`src/rtl/spims_pkg.sv`:
```
// ----------------------------------------------------------------------------
// spims_pkg
// Shared types and codes for the SPI master bit engine: action codes,
// configuration register indexes, the configuration bundle and the result.
// ----------------------------------------------------------------------------
package spims_pkg;

    // Action codes carried by each input word
    localparam int ACTION_W = 2;
    localparam logic [ACTION_W-1:0] ACT_TICK  = 2'd0;
    localparam logic [ACTION_W-1:0] ACT_START = 2'd1;
    localparam logic [ACTION_W-1:0] ACT_IDLE  = 2'd2;

    // Fixed field widths
    localparam int TX_W        = 32;
    localparam int RX_W        = 32;
    localparam int COUNT_W     = 6;
    localparam int HALF_W      = 8;

    // Configuration port
    localparam int CFG_INDEX_W = 4;
    localparam int CFG_DATA_W  = 8;
    localparam logic [CFG_INDEX_W-1:0] CFG_CLOCK_POLARITY = 4'd0;
    localparam logic [CFG_INDEX_W-1:0] CFG_CLOCK_PHASE    = 4'd1;
    localparam logic [CFG_INDEX_W-1:0] CFG_LSB_FIRST      = 4'd2;
    localparam logic [CFG_INDEX_W-1:0] CFG_HALF_PERIOD    = 4'd3;

    typedef struct packed {
        logic              clock_polarity;
        logic              clock_phase;
        logic              lsb_first;
        logic [HALF_W-1:0] half_period;
    } cfg_t;

    typedef struct packed {
        logic            sck;
        logic            mosi;
        logic            busy_res;
        logic            done_res;
        logic [RX_W-1:0] rx_word;
    } result_t;

endpackage

```
`src/rtl/spims_engine.sv`:
```
// ----------------------------------------------------------------------------
// spims_engine
// Bit engine state and the next-state logic for one tick. State advances on
// step; the result of the tick is presented combinationally on res.
// ----------------------------------------------------------------------------
module spims_engine #(
    parameter int WORD_BITS  = 32,
    parameter int DELAY_BITS = 8
) (
    input  logic                                aclk,
    input  logic                                aresetn,
    input  logic                                step,
    input  spims_pkg::cfg_t                     cfg,
    input  logic [spims_pkg::ACTION_W-1:0]      action,
    input  logic [spims_pkg::TX_W-1:0]          tx_word,
    input  logic [spims_pkg::COUNT_W-1:0]       bit_count,
    input  logic                                miso,
    output spims_pkg::result_t                  res
);

    localparam int CNT_W = $clog2(WORD_BITS + 1);
    localparam int POS_W = $clog2(WORD_BITS);
    localparam int CMP_W = CNT_W + spims_pkg::COUNT_W;

    logic [WORD_BITS-1:0]  tx_shift_reg, tx_shift_next;
    logic [WORD_BITS-1:0]  rx_shift_reg, rx_shift_next;
    logic [CNT_W-1:0]      bits_total_reg, bits_total_next;
    logic [CNT_W-1:0]      bit_index_reg, bit_index_next;
    logic                  in_sample_reg, in_sample_next;
    logic [DELAY_BITS-1:0] ticks_left_reg, ticks_left_next;
    logic                  active_reg, active_next;
    logic                  sck_reg, sck_next;
    logic                  mosi_reg, mosi_next;

    logic                  sample_level;
    logic [DELAY_BITS-1:0] phase_len;
    logic [DELAY_BITS+spims_pkg::HALF_W-1:0] half_ext;
    logic [WORD_BITS+spims_pkg::TX_W-1:0]    tx_ext;
    logic [WORD_BITS-1:0]  tx_load;
    logic [spims_pkg::RX_W+WORD_BITS-1:0]    rx_ext;
    logic [CMP_W-1:0]      count_ext;
    logic [CMP_W-1:0]      count_clamped;
    logic [CNT_W-1:0]      index_inc;
    logic                  do_setup;
    logic [WORD_BITS-1:0]  setup_tx;
    logic [CNT_W-1:0]      setup_total;
    logic [CNT_W-1:0]      setup_index;
    logic [CNT_W-1:0]      setup_pos;
    logic                  done;

    assign sample_level = (cfg.clock_polarity == cfg.clock_phase);
    assign half_ext     = {{DELAY_BITS{1'b0}}, cfg.half_period};
    assign phase_len    = half_ext[DELAY_BITS-1:0];
    assign tx_ext       = {{WORD_BITS{1'b0}}, tx_word};
    assign tx_load      = tx_ext[WORD_BITS-1:0];
    assign rx_ext       = {{spims_pkg::RX_W{1'b0}}, rx_shift_reg};
    assign count_ext    = {{CNT_W{1'b0}}, bit_count};
    assign index_inc    = bit_index_reg + CNT_W'(1);

    // Clamp the requested length into 1..WORD_BITS
    always_comb begin
        priority if (count_ext == '0) begin
            count_clamped = CMP_W'(1);
        end else if (count_ext > CMP_W'(WORD_BITS)) begin
            count_clamped = CMP_W'(WORD_BITS);
        end else begin
            count_clamped = count_ext;
        end
    end

    always_comb begin
        tx_shift_next   = tx_shift_reg;
        rx_shift_next   = rx_shift_reg;
        bits_total_next = bits_total_reg;
        bit_index_next  = bit_index_reg;
        in_sample_next  = in_sample_reg;
        ticks_left_next = ticks_left_reg;
        active_next     = active_reg;
        sck_next        = sck_reg;
        mosi_next       = mosi_reg;
        do_setup        = 1'b0;
        done            = 1'b0;
        setup_tx        = tx_shift_reg;
        setup_total     = bits_total_reg;
        setup_index     = index_inc;

        priority if (active_reg) begin
            priority if (ticks_left_reg != '0) begin
                ticks_left_next = ticks_left_reg - DELAY_BITS'(1);
            end else if (!in_sample_reg) begin
                // Sample phase: move SCK to the sample level, capture MISO
                sck_next        = sample_level;
                in_sample_next  = 1'b1;
                ticks_left_next = phase_len;
                if (cfg.lsb_first) begin
                    rx_shift_next[bit_index_reg[POS_W-1:0]] =
                        rx_shift_reg[bit_index_reg[POS_W-1:0]] | miso;
                end else begin
                    rx_shift_next = {rx_shift_reg[WORD_BITS-2:0], miso};
                end
            end else begin
                bit_index_next = index_inc;
                if (index_inc >= bits_total_reg) begin
                    active_next = 1'b0;
                    done        = 1'b1;
                end else begin
                    do_setup = 1'b1;
                end
            end
        end else if (action == spims_pkg::ACT_START) begin
            tx_shift_next   = tx_load;
            rx_shift_next   = '0;
            bits_total_next = count_clamped[CNT_W-1:0];
            bit_index_next  = '0;
            active_next     = 1'b1;
            do_setup        = 1'b1;
            setup_tx        = tx_load;
            setup_total     = count_clamped[CNT_W-1:0];
            setup_index     = '0;
        end else if (action == spims_pkg::ACT_IDLE) begin
            sck_next = cfg.clock_polarity;
        end else begin
            // Plain tick or unused code: hold everything
        end

        // Setup phase: drive SCK away from the sample level, put out next bit
        setup_pos = cfg.lsb_first ? setup_index
                                  : (setup_total - CNT_W'(1) - setup_index);
        if (do_setup) begin
            mosi_next       = setup_tx[setup_pos[POS_W-1:0]];
            sck_next        = ~sample_level;
            in_sample_next  = 1'b0;
            ticks_left_next = phase_len;
        end
    end

    always_ff @(posedge aclk) begin
        if (!aresetn) begin
            tx_shift_reg   <= '0;
            rx_shift_reg   <= '0;
            bits_total_reg <= '0;
            bit_index_reg  <= '0;
            in_sample_reg  <= 1'b0;
            ticks_left_reg <= '0;
            active_reg     <= 1'b0;
            sck_reg        <= 1'b0;
            mosi_reg       <= 1'b0;
        end else if (step) begin
            tx_shift_reg   <= tx_shift_next;
            rx_shift_reg   <= rx_shift_next;
            bits_total_reg <= bits_total_next;
            bit_index_reg  <= bit_index_next;
            in_sample_reg  <= in_sample_next;
            ticks_left_reg <= ticks_left_next;
            active_reg     <= active_next;
            sck_reg        <= sck_next;
            mosi_reg       <= mosi_next;
        end
    end

    assign res.sck      = sck_next;
    assign res.mosi     = mosi_next;
    assign res.busy_res = active_next;
    assign res.done_res = done;
    assign res.rx_word  = done ? rx_ext[spims_pkg::RX_W-1:0] : '0;

`ifndef SYNTHESIS
    a_index_below_total: assert property (@(posedge aclk) disable iff (!aresetn)
        active_reg |-> (bit_index_reg < bits_total_reg))
        else $error("bit index ran past transfer length");

    a_total_in_range: assert property (@(posedge aclk) disable iff (!aresetn)
        active_reg |-> (bits_total_reg != '0 && bits_total_reg <= CNT_W'(WORD_BITS)))
        else $error("transfer length out of range while active");

    a_done_ends_transfer: assert property (@(posedge aclk) disable iff (!aresetn)
        (step && done) |=> (!active_reg && $past(active_reg)))
        else $error("done without ending an active transfer");

    a_hold_without_step: assert property (@(posedge aclk) disable iff (!aresetn)
        !step |=> ($stable(active_reg) && $stable(bit_index_reg) && $stable(sck_reg)))
        else $error("engine state moved without a step");
`endif

endmodule

```
`src/rtl/spi_master_shifter.sv`:
```
// ----------------------------------------------------------------------------
// spi_master_shifter
// SPI master bit engine, modes 0 to 3, one input word per engine tick.
//
//   channel  direction  handshake              payload
//   s_       in         s_valid / s_ready      action, tx_word, bit_count, miso
//   m_       out        m_valid / m_ready      sck, mosi, busy_res, done_res,
//                                              rx_word
//   cfg_     in         cfg_valid / cfg_ready  cfg_index, cfg_data
//
// Accepts one word per cycle while m_ready is high; each word gives exactly
// one result word. A word passes through the input register, then the tick
// logic into the result register. Reset is synchronous on aresetn and needs
// no clearing pass. With m_ready low the result register holds, one more word
// waits in the input register, then s_ready drops. cfg_ready is always high.
// ----------------------------------------------------------------------------
module spi_master_shifter #(
    parameter int WORD_BITS  = 32,
    parameter int DELAY_BITS = 8
) (
    input  logic                                aclk,
    input  logic                                aresetn,

    input  logic                                s_valid,
    output logic                                s_ready,
    input  logic [spims_pkg::ACTION_W-1:0]      s_action,
    input  logic [spims_pkg::TX_W-1:0]          s_tx_word,
    input  logic [spims_pkg::COUNT_W-1:0]       s_bit_count,
    input  logic                                s_miso,

    output logic                                m_valid,
    input  logic                                m_ready,
    output logic                                m_sck,
    output logic                                m_mosi,
    output logic                                m_busy_res,
    output logic                                m_done_res,
    output logic [spims_pkg::RX_W-1:0]          m_rx_word,

    input  logic                                cfg_valid,
    output logic                                cfg_ready,
    input  logic [spims_pkg::CFG_INDEX_W-1:0]   cfg_index,
    input  logic [spims_pkg::CFG_DATA_W-1:0]    cfg_data
);

    spims_pkg::cfg_t                        cfg_reg;

    logic                                   in_valid_reg;
    logic [spims_pkg::ACTION_W-1:0]         action_reg;
    logic [spims_pkg::TX_W-1:0]             tx_word_reg;
    logic [spims_pkg::COUNT_W-1:0]          bit_count_reg;
    logic                                   miso_reg;

    logic                                   out_valid_reg;
    spims_pkg::result_t                     res_reg;
    spims_pkg::result_t                     res_next;

    logic                                   advance;

    assign advance   = in_valid_reg && (!out_valid_reg || m_ready);
    assign s_ready   = !in_valid_reg || advance;
    assign cfg_ready = 1'b1;

    // Configuration registers
    always_ff @(posedge aclk) begin
        if (!aresetn) begin
            cfg_reg <= '0;
        end else if (cfg_valid) begin
            unique case (cfg_index)
                spims_pkg::CFG_CLOCK_POLARITY: cfg_reg.clock_polarity <= cfg_data[0];
                spims_pkg::CFG_CLOCK_PHASE:    cfg_reg.clock_phase    <= cfg_data[0];
                spims_pkg::CFG_LSB_FIRST:      cfg_reg.lsb_first      <= cfg_data[0];
                spims_pkg::CFG_HALF_PERIOD:    cfg_reg.half_period    <= cfg_data;
                default: ;
            endcase
        end
    end

    // Input register
    always_ff @(posedge aclk) begin
        if (!aresetn) begin
            in_valid_reg <= 1'b0;
        end else if (s_ready) begin
            in_valid_reg <= s_valid;
        end
    end

    always_ff @(posedge aclk) begin
        if (s_valid && s_ready) begin
            action_reg    <= s_action;
            tx_word_reg   <= s_tx_word;
            bit_count_reg <= s_bit_count;
            miso_reg      <= s_miso;
        end
    end

    spims_engine #(
        .WORD_BITS  (WORD_BITS),
        .DELAY_BITS (DELAY_BITS)
    ) u_engine (
        .aclk      (aclk),
        .aresetn   (aresetn),
        .step      (advance),
        .cfg       (cfg_reg),
        .action    (action_reg),
        .tx_word   (tx_word_reg),
        .bit_count (bit_count_reg),
        .miso      (miso_reg),
        .res       (res_next)
    );

    // Result register
    always_ff @(posedge aclk) begin
        if (!aresetn) begin
            out_valid_reg <= 1'b0;
        end else if (advance) begin
            out_valid_reg <= 1'b1;
        end else if (m_ready) begin
            out_valid_reg <= 1'b0;
        end
    end

    always_ff @(posedge aclk) begin
        if (advance) begin
            res_reg <= res_next;
        end
    end

    assign m_valid    = out_valid_reg;
    assign m_sck      = res_reg.sck;
    assign m_mosi     = res_reg.mosi;
    assign m_busy_res = res_reg.busy_res;
    assign m_done_res = res_reg.done_res;
    assign m_rx_word  = res_reg.rx_word;

`ifndef SYNTHESIS
    a_input_kept: assert property (@(posedge aclk) disable iff (!aresetn)
        (in_valid_reg && !advance) |=> in_valid_reg)
        else $error("waiting input word dropped");

    a_result_kept: assert property (@(posedge aclk) disable iff (!aresetn)
        (out_valid_reg && !m_ready) |=> (out_valid_reg && $stable(res_reg)))
        else $error("stalled result overwritten");

    a_done_not_busy: assert property (@(posedge aclk) disable iff (!aresetn)
        (out_valid_reg && res_reg.done_res) |-> !res_reg.busy_res)
        else $error("done reported with transfer still busy");
`endif

endmodule
```
`config.mk`:
```
export PLATFORM = sky130hd
export DESIGN_NAME = spi_master_shifter
export DESIGN_NICKNAME = d
export VERILOG_FILES = /design/src/rtl/spims_pkg.sv /design/src/rtl/spims_engine.sv /design/src/rtl/spi_master_shifter.sv
export SDC_FILE = /design/constraint.sdc
export NUM_CORES = 1
export LEC_CHECK = 0
export BUFFER_PORTS_ARGS = -buffer_cell sky130_fd_sc_hd__buf_2
export CORE_ASPECT_RATIO = 1.2
export CORE_MARGIN = 2
export CORE_UTILIZATION = 59
export CTS_CLUSTER_SIZE = 8
export DETAILED_ROUTE_END_ITERATION = 6
export GPL_TIMING_DRIVEN = 0
export PLACE_DENSITY = 0.9
export SLEW_MARGIN = 10
export SYNTH_ARGS = -nofsm -noshare
export SYNTH_HDL_FRONTEND = slang
export SYNTH_SLANG_ARGS = --single-unit
```
`constraint.sdc`:
```
create_clock -name aclk -period 4.85 [get_ports aclk]
set_input_delay 0.97 -clock aclk [delete_from_list [all_inputs] [get_ports aclk]]
set_output_delay 0.97 -clock aclk [all_outputs]
set_load 0.1 [all_outputs]
```
# == Word level (Yosys, flattened, before mapping) ==
# Cells that the tools add are included.
# totals
register_bits,178
wordCells,120
# op_classes
n_addsub,4
magnitude_cmp,5
n_eq_ne,11
mux,53
bitwise,2
reduce_logical,21
# ops
operator,count
$mux 32,7
$mux 6,8
$bwmux 32,1
$mux 8,4
$mux 1,27
$mux 5,3
$logic_not 12->1,1
$lt 5x6->1 const B,2
$bmux 1 s5,2
$eq 4x2->1 const B,2
$reduce_and 2->1,4
$reduce_and 4->1,2
$reduce_bool 8->1,1
$sub 8x1->8 const B,1
$add 6x1->6 const B,1
$ge 6x6->1,1
$gt 6x6->1 const B,1
$reduce_and 3->1,2
$reduce_bool 2->1,3
$demux 1 s5,1
$ge 5x1->1 const B,1
$sub 5x1->5 const B,1
$sub 5x5->5,1
$eq 4x1->1 const B,1
other kinds (12),18

# == Logic depth before layout (Yosys ltp) ==
# Gate-level depths: netlist of the first run.
# depth
ltp_word,11
ltp_mapped,18

# == Hierarchy ==
# A second synthesis of the first run with hierarchy kept.
# hier_totals
cells_unflattened,882
hier_area_um2,8808.4
# modules_own_cells
module,n_inst,cells_each,area_per_inst_um2,seq_area_each_um2
spims_engine,1,745,5925.7,1761.7
spi_master_shifter,1,137,2882.8,2572.5

# == Worst setup path before layout of the first run ==
# Ideal clock, no wire load.
# synth_path
kind,flip-flop to flip-flop
from,register action_reg[0] in the netlist's numbering
to,register res_reg (netlist bit m_mosi) (data pin)
setup_time_ps,263
arrival_ps,3916
required_ps,4587
slack_ps,671
path_stages_with_launch,17
path_buffers,4
synth_period_minus_slack_ps,4179
path_cell_list,edfxtp_1 -> or3b_1 -> clkbuf_1 -> clkbuf_1 -> buf_1 -> clkbuf_1 -> o21a_1 -> inv_1 -> ha_1 -> a21o_1 -> a21oi_1 -> mux2_2 -> nor2_4 -> mux4_2 -> a311oi_1 -> a41o_1 -> o31ai_1
# synth_between
elab_chain_len,9
word_cells_on_any_way,15
# synth_lines
item,line,text
from (decl),spi_master_shifter.sv:48,logic [spims_pkg::ACTION_W-1:0] action_reg;
from (signal assigned),spi_master_shifter.sv:89,action_reg <= s_action;
$eq 2x1->1 *,spims_engine.sv:110,end else if (action == spims_pkg::ACT_START) begin
$mux 6,-,
$mux 6,spims_engine.sv:87,priority if (active_reg) begin
$sub 5x1->5,spims_engine.sv:128,: (setup_total - CNT_W'(1) - setup_index);
$sub 5x5->5,spims_engine.sv:128,
$mux 5,spims_engine.sv:127,setup_pos = cfg.lsb_first ? setup_index
$bmux 1 s5,spims_engine.sv:130,mosi_next = setup_tx[setup_pos[POS_W-1:0]];
$mux 1 (not written as such),spims_engine.sv:130,
$mux 1 *,spims_engine.sv:129,if (do_setup) begin
net u_engine.mosi_next,spims_engine.sv:33,"logic mosi_reg, mosi_next;"
to (signal assigned),spi_master_shifter.sv:124,res_reg <= res_next;
to (decl),spi_master_shifter.sv:54,spims_pkg::result_t res_reg;
# Mark *: on every way through the listed nets, which the timed path passes. The rest lies on a longest branch. The select of a mux whose other input is x is not followed.
# A chain may end at the register's enable or synchronous reset.

# == Worst setup path after layout of the first run ==
# layout_path
from,register action_reg[1] in the netlist's numbering
to,register res_reg (netlist bit m_mosi) (data pin)
# Same word-level chain as after synthesis.

==> impl_metrics.csv, run 1 <==
group,metric,value,unit
run_status,run_status,"completed",
timing,post-route-min-period,4601,ps
layout,core_occupancy_in_the_finished_layout,0.6929,
die,pin_count,97,
power_and_ir_drop,vdd_drop_max,239.0,uV
critical_path,crit_chain,"or3b_4 -> clkbuf_4 -> buf_2 -> clkbuf_2 -> o21ai_0 -> ha_1 -> inv_1 -> fa_1 -> nand2b_1 -> a21oi_2 -> xnor2_1 -> or3_1 -> a31o_2 -> a2111oi_0 -> a41o_1 -> o31ai_1",
die,core_area,14960,um2
route,first_iter_violations,822,
power_and_ir_drop,p_total,3322,uW
global_routing,grt_remaining_overflow,0,
placement,gp_congestion,0.9759,
placement,io_buffers,94,
layout,layoutNonFillerInstCount,1296,
route,via_cell_ratio,6.089,
cts,cts.sinks,178,
die,floorplan.initialDensity,0.6037,
placement,placed_cells_incl_taps,1264,
placement,place.detailed.hpwl,17.03,mm
timing,report.final.slew_viol_count,0,
layout,finalInstanceArea,10360,um2
critical_path,worst-path-max-fanout,10,
critical_path,worst_setup_path_type,"flip-flop to flip-flop",
synth,syn_area,9031,um2
layout,ff_latch_area,4334,um2
critical_path,critical_path.n_buffers_inverters,4,
synth,synth_area_per_cell,9.359,um2
global_routing,grt_first_pass_wirelength,37.56,mm
route,routed_wl,23.50,mm
power_and_ir_drop,power.density_cell_area,320.5,nW/um2
layout,multiInputGateArea,4223,um2
worst_hold_path,worstHoldPathType,"flip-flop to flip-flop",
critical_path,worst_ep_required_time,5040,ps
route,wl_per_cell,18.13,um
synth,number_of_flops_mapped_to_enable_cells_by_yosys,77,
global_routing,antenna_found_initial,1,
cts,clk_transition_reported_paths,70,ps
layout,layout.filler_cells,1192,
synth,yosys_warnings,0,
critical_path,worstPathArrival,4790,ps
synth,net_count_after_synthesis,1039,
die,floorplan.die.height,139.5,um
timing,timing.final.hold_violations,0,
synth,post_synth_num_cell_types,71,
timing,max_freq,0.2173,GHz
die,design.die.area,16320,um2
route,detail_route.drc_violations,0,
route,detailedRoute.firstPassIterationCount,6,
layout,nets,1153,
route,vias,7891,
timing,fin_ws,248.5,ps
cts,cts-root-buf,"sky130_fd_sc_hd__clkbuf_16",
timing,clock_skew,9.409,ps
placement,pre_cts_ws,-503.1,ps
global_routing,grt_pass1_vias,7624,
synth,postSynthRegisterBits,178,
timing,tightest_slew,999.7,ps
layout,syn2layout_area_growth,14.77,%
cts,cts_tree,"done",
global_routing,all_layer_global_routing_usage,0.2967,
timing,report.final.setup_viol,0,
global_routing,grt_start_max_net_pins,46,
timing,rsz_0062_raised_after_global_routing,"false",
cts,htree_num_levels,4,
synth,synth_seq_area_share,0.4799,
critical_path,worst_setup_path_start_kind,"flip-flop",
cts,clock_buffers_created_by_tritoncts,17,
critical_path,worst_path_largest_cell_delay,480,ps
synth,synthesis.instances,965,
layout,share_of_cells_above_drive_strength_1,0.1676,
synth,synth_top_flop_cell,"sky130_fd_sc_hd__dfxtp_1",
synth,asr_flop_ratio_synth,0,
die,floorplan.rows,49,
timing,slew-limit-headroom,0.3336,
layout,antenna_cells,0,
critical_path,critPathSlowestCell,"sky130_fd_sc_hd__or3b_4",
route,ant_nets,0,
critical_path,end_kind,"flip-flop",
timing,fin_crit_sh,0.9488,
cts,cts_max_path_buffers,2,
power_and_ir_drop,leakage,0.003953,uW
cts,cts.hold.buffers_added,0,
die,floorplan.die.width,116.9,um
run,drv.max_cap_violation_count,0,
cts,worst_skew_pair.late_latency,440,ps
critical_path,critical-path-top-delay-family,"compound AO/OA/AOI/OAI gates",
placement,placed_cell_area,9778,um2
[routing by layer]
layer	track usage	wire, um
met4	0.1529	1114
met1	0.3321	8741
met5	0	13
met2	0.5178	12030
met3	0.06794	1600
[timing repair]
| action | in CTS | in global routing |
|---|---|---|
| setup endpoints to repair | 2 | 2 |
| resized for setup | 6 | 2 |
| setup buffers | 0 | 1 |
[synthesized netlist by cell type (2+ instances only)]
cell type	number	area, um2
sky130_fd_sc_hd__nor4_1	2	12.51
sky130_fd_sc_hd__dfxtp_1	101	2022
sky130_fd_sc_hd__edfxtp_1	77	2312
sky130_fd_sc_hd__buf_6	5	56.30
sky130_fd_sc_hd__buf_4	2	15.01
sky130_fd_sc_hd__o221ai_1	28	245.2
sky130_fd_sc_hd__a211oi_1	4	30.03
sky130_fd_sc_hd__o21ai_0	83	415.4
sky130_fd_sc_hd__nor2_1	35	131.4
sky130_fd_sc_hd__nand2_2	3	18.77
sky130_fd_sc_hd__nand2_1	134	503.0
sky130_fd_sc_hd__mux4_2	11	247.7
sky130_fd_sc_hd__a311oi_1	3	26.28
sky130_fd_sc_hd__o221a_2	3	33.78
sky130_fd_sc_hd__xor2_1	4	35.03
sky130_fd_sc_hd__clkbuf_1	49	183.9
sky130_fd_sc_hd__a21oi_1	55	275.3
sky130_fd_sc_hd__or3_1	6	37.54
sky130_fd_sc_hd__nor3_1	45	225.2
sky130_fd_sc_hd__a21oi_2	3	26.28
sky130_fd_sc_hd__a21o_1	3	22.52
sky130_fd_sc_hd__buf_2	7	35.03
sky130_fd_sc_hd__and3_1	34	212.7
sky130_fd_sc_hd__nand2b_1	12	75.07
sky130_fd_sc_hd__a2111oi_0	3	26.28
sky130_fd_sc_hd__inv_1	48	180.2
sky130_fd_sc_hd__a221oi_1	4	35.03
sky130_fd_sc_hd__mux2_2	2	22.52
sky130_fd_sc_hd__nor3b_1	5	37.54
sky130_fd_sc_hd__and2_1	16	100.1
sky130_fd_sc_hd__mux2i_1	24	240.2
sky130_fd_sc_hd__ha_1	15	187.7
sky130_fd_sc_hd__xnor2_1	2	17.52
sky130_fd_sc_hd__buf_1	5	18.77
sky130_fd_sc_hd__a31oi_1	6	37.54
sky130_fd_sc_hd__nor2b_1	16	100.1
sky130_fd_sc_hd__a21boi_0	41	307.8
sky130_fd_sc_hd__o211ai_1	4	30.03
sky130_fd_sc_hd__o31ai_1	3	22.52
sky130_fd_sc_hd__nand3b_1	3	22.52
sky130_fd_sc_hd__nand3_1	27	135.1
sky130_fd_sc_hd__o21a_1	3	22.52
[kinds of logic (layout without fill, tap and decap cells)]
family | count (synthesis) | in the layout | share of synthesized area
adder cells (fa/ha/maj) | 16 | 16 | 0.02300
XOR/XNOR | 7 | 7 | 0.007620
AND/OR/NAND/NOR | 348 | 348 | 0.1895
flip-flops | 178 | 178 | 0.4799
buffers and inverters | 116 | 243 | 0.05417
AO/OA/AOI/OAI | 262 | 262 | 0.1888
multiplexers | 37 | 37 | 0.05653
other | 1 | 1 | 0.0004152
[worst paths after layout]
kind | from | end | slack, ps | cells past startpoint
setup / recovery | action_reg[1] | m_mosi | 250 | 16
hold / removal | u_engine.tx_shift_reg[30] | u_engine.tx_shift_reg[30] | 470 | 2
setup reg to reg | action_reg[1] | m_mosi | 250 | 16
hold reg to reg | u_engine.tx_shift_reg[30] | u_engine.tx_shift_reg[30] | 470 | 2
[cell type report]
class	instances	area share
multi-input combinational	671	0.4074
inverter	48	0.01738
tap	204	0.02463
clock inverter	12	0.009174
clock buffer	20	0.04515
timing repair buffer	96	0.04804
sequential	178	0.4182
buffer	67	0.03006
[power breakdown]
part	switching, uW	total (uW)	internal (uW)	leakage (uW)
Clock	604	1310	708	0.000275
Combinational	264	376	112	0.00212
Sequential	24.5	1630	1610	0.00156
[cell usage in the layout, fill, tap and decap left out, drive strengths merged, types with 4 or more instances in the layout]
master,count
nand2,137
buf,115
dfxtp,101
o21ai,85
edfxtp,77
clkbuf,68
a21oi,58
inv,53
nor3,46
a21boi,41
nor2,36
and3,35
o221ai,28
nand3,27
mux2i,24
nor2b,16
and2,16
ha,15
nand2b,13
mux4,11
or3,6
a31oi,6
nor3b,6
xor2,5
clkinv,5
a221oi,4
o211ai,4
a211oi,4
[worst min-delay path, cell delays in order, from the launching register on]
cell and delay (ps):
sky130_fd_sc_hd__dfxtp_1 310, sky130_fd_sc_hd__nand2_1 50, sky130_fd_sc_hd__a21boi_0 60
[metrics by stage]
stage	hold slack, ps	setup TNS (ps)
2_1_floorplan	438.3	0
3_3_place_gp	448.7	-888.8
3_5_place_dp	456.3	-1003
4_1_cts	465.2	0
5_1_grt	480.9	0
6_report	465.9	0
Note: power is estimated with default switching activity, not from simulation.
==> inputs of run 2 (changes only) <==
Settings changed: RECOVER_POWER set to 100.
==> run 2 against run 1 <==
- the run now ends with max-capacitance violations, max-slew violations left
- non-clock buffer count stayed put
- clock-buffer cell count stayed put
- worst setup slack worse by 3.4 ps
- sequential share of layout area is 0.34 points higher
- critical path type unchanged
- largest power group unchanged
- critical endpoint unchanged
- final cell count stayed put
- sequential cell count stayed put
- combinational power is 2% lower
==> impl_metrics.csv, run 2 (synthesized netlist as in run 1, its figures left out) <==
group,metric,value,unit
critical_path,worst-path-max-fanout,10,
worst_hold_path,holdPathStages,2,
die,floorplan.rows,49,
cts,clk_transition_reported_paths,70,ps
critical_path,worstRegToRegCells,16,
route,vias,7921,
cts,cts-root-buf,"sky130_fd_sc_hd__clkbuf_16",
run,drv.max_cap_violation_count,2,
route,detailedRoute.firstPassIterationCount,5,
timing,fin_ws,245.1,ps
worst_hold_path,holdPathEnd,"u_engine.tx_shift_reg[30]",
worst_hold_path,worstHoldPathType,"flip-flop to flip-flop",
critical_path,crit_chain,"or3b_4 -> clkbuf_4 -> buf_2 -> clkbuf_2 -> o21ai_0 -> ha_1 -> inv_1 -> fa_1 -> nand2b_1 -> a21oi_2 -> xnor2_1 -> or3_1 -> a31o_2 -> a2111oi_0 -> a41o_1 -> o31ai_1",
power_and_ir_drop,vdd_drop_max,239.4,uV
placement,io_buffers,94,
layout,layout.filler_cells,1227,
route,routed_wl,23.65,mm
critical_path,worst_ep_required_time,5030,ps
timing,report.final.slew_viol_count,87,
critical_path,worst-r2r-setup-slack,250,ps
route,via_cell_ratio,6.112,
timing,slew-limit-headroom,-0.5715,
layout,antenna_cells,0,
cts,worst_skew_pair.late_latency,440,ps
layout,most-common-layout-cells,"sky130_fd_sc_hd__nand2_1 (135), sky130_fd_sc_hd__dfxtp_1 (101), sky130_fd_sc_hd__clkbuf_1 (93), sky130_fd_sc_hd__o21ai_0 (84), sky130_fd_sc_hd__edfxtp_1 (77)",
timing,post-route-min-period,4605,ps
global_routing,all_layer_global_routing_usage,0.2967,
die,design.die.area,16320,um2
timing,tightest_slew,2357,ps
critical_path,critical_path.n_buffers_inverters,4,
global_routing,grt_pass1_vias,7624,
route,detail_route.drc_violations,0,
global_routing,grt_remaining_overflow,0,
timing,rsz_0062_raised_after_global_routing,"false",
placement,place.detailed.hpwl,17.03,mm
critical_path,worst_setup_path_start_kind,"flip-flop",
power_and_ir_drop,p_total,3319,uW
run_status,failing_checks,"max-capacitance violations, max-slew violations",
critical_path,worst_path_largest_cell_delay,480,ps
critical_path,r2r_end,"m_mosi",
layout,syn2layout_area_growth,13.84,%
run_status,run_status,"complete, but fails checks",
cts,htree_num_levels,4,
die,floorplan.die.height,139.5,um
critical_path,critPathSlowestCell,"sky130_fd_sc_hd__or3b_4",
route,first_iter_violations,782,
placement,gp_congestion,0.9759,
worst_hold_path,hold_path.startpoint,"u_engine.tx_shift_reg[30]",
die,core_area,14960,um2
global_routing,grt_start_max_net_pins,46,
layout,nets,1153,
cts,cts_tree,"done",
critical_path,end_kind,"flip-flop",
die,pin_count,97,
cts,clock_buffers_created_by_tritoncts,17,
critical_path,critical-path-top-delay-family,"compound AO/OA/AOI/OAI gates",
timing,report.final.setup_viol,0,
power_and_ir_drop,leakage,0.003812,uW
global_routing,antenna_found_initial,0,
global_routing,grt_first_pass_wirelength,37.56,mm
layout,share_of_cells_above_drive_strength_1,0.1227,
die,floorplan.initialDensity,0.6037,
power_and_ir_drop,power.density_cell_area,322.8,nW/um2
critical_path,regToRegStartpoint,"action_reg[1]",
cts,cts.sinks,178,
critical_path,worstPathArrival,4790,ps
die,floorplan.die.width,116.9,um
route,ant_nets,0,
layout,core_occupancy_in_the_finished_layout,0.6873,
cts,cts_max_path_buffers,2,
placement,pre_cts_ws,-503.1,ps
placement,placed_cells_incl_taps,1264,
timing,clock_skew,9.469,ps
timing,max_freq,0.2172,GHz
timing,fin_crit_sh,0.9495,
layout,layoutNonFillerInstCount,1296,
cts,cts.hold.buffers_added,0,
timing,timing.final.hold_violations,0,
layout,layout_commonest_cell,"sky130_fd_sc_hd__nand2_1",
critical_path,worst_setup_path_type,"flip-flop to flip-flop",
route,wl_per_cell,18.25,um
[run 2: changes by cell type in the layout (fill, tap and decap cells not counted), moves of 2 or more]
cell / delta
sky130_fd_sc_hd__buf_2: -42
sky130_fd_sc_hd__clkbuf_1: +46
sky130_fd_sc_hd__and2_0: +13
sky130_fd_sc_hd__a21oi_2: -2
sky130_fd_sc_hd__and2_1: -12
sky130_fd_sc_hd__buf_1: -3
sky130_fd_sc_hd__a21oi_1: +2
[run 2: area by class of cell]
class,count,area (um2),share of cell area
tap,204,255.2,0.02483
timing repair buffer,96,432.9,0.04211
sequential,178,4334,0.4216
clock buffer,20,467.9,0.04552
buffer,67,307.8,0.02994
clock inverter,12,95.09,0.009249
multi-input combinational,671,4208,0.4093
inverter,48,180.2,0.01752
[run 2: timing repair]
| action | in CTS | in global routing |
|---|---|---|
| gates resized for setup | 6 | 2 |
| setup endpoints to repair | 2 | 2 |
| gates cloned | 0 | 0 |
| setup buffers | 0 | 1 |
[run 2: through the flow]
stage               instance area [um2]  hold WS, ps  TNS (ps)
floorplan                          9031        438.3         0
global placement                   9757        448.7    -888.8
detailed placement                 9778        456.3     -1003
CTS                               10350        465.2         0
global route                      10280        480.9         0
finish                            10280        465.3         0
[run 2: power by group]
part           leakage [uW]  switching [uW]  total [uW]  internal (uW)
logic               0.00198             264         370            106
registers           0.00156            24.9        1640           1610
clock network      0.000275             604        1310            708
[run 2: worst max-delay path by stage]
stage,start,endpoint,slack (ps),cells after the start
CTS,action_reg[1],m_mosi,20,17
global placement,action_reg[0],m_mosi,-460,16
detailed placement,action_reg[0],m_mosi,-500,16
global route,action_reg[1],m_mosi,50,16
floorplan,action_reg[0],m_mosi,670,16
finish,action_reg[1],m_mosi,250,16
[run 2: tightest hold or removal path, stage by stage, from the launching register on]
cell,delay [ps]
sky130_fd_sc_hd__dfxtp_1,310
sky130_fd_sc_hd__nand2_1,50
sky130_fd_sc_hd__a21boi_0,60
[run 2: per-layer routing]
layer | vias up | share of wire | global-route usage
met5 | - | 0 | 0
met1 | 3722 | 0.37 | 0.3321
met2 | 395 | 0.51 | 0.5178
met3 | 91 | 0.069 | 0.06794
li1 | 3713 | - | -
met4 | 0 | 0.049 | 0.1529
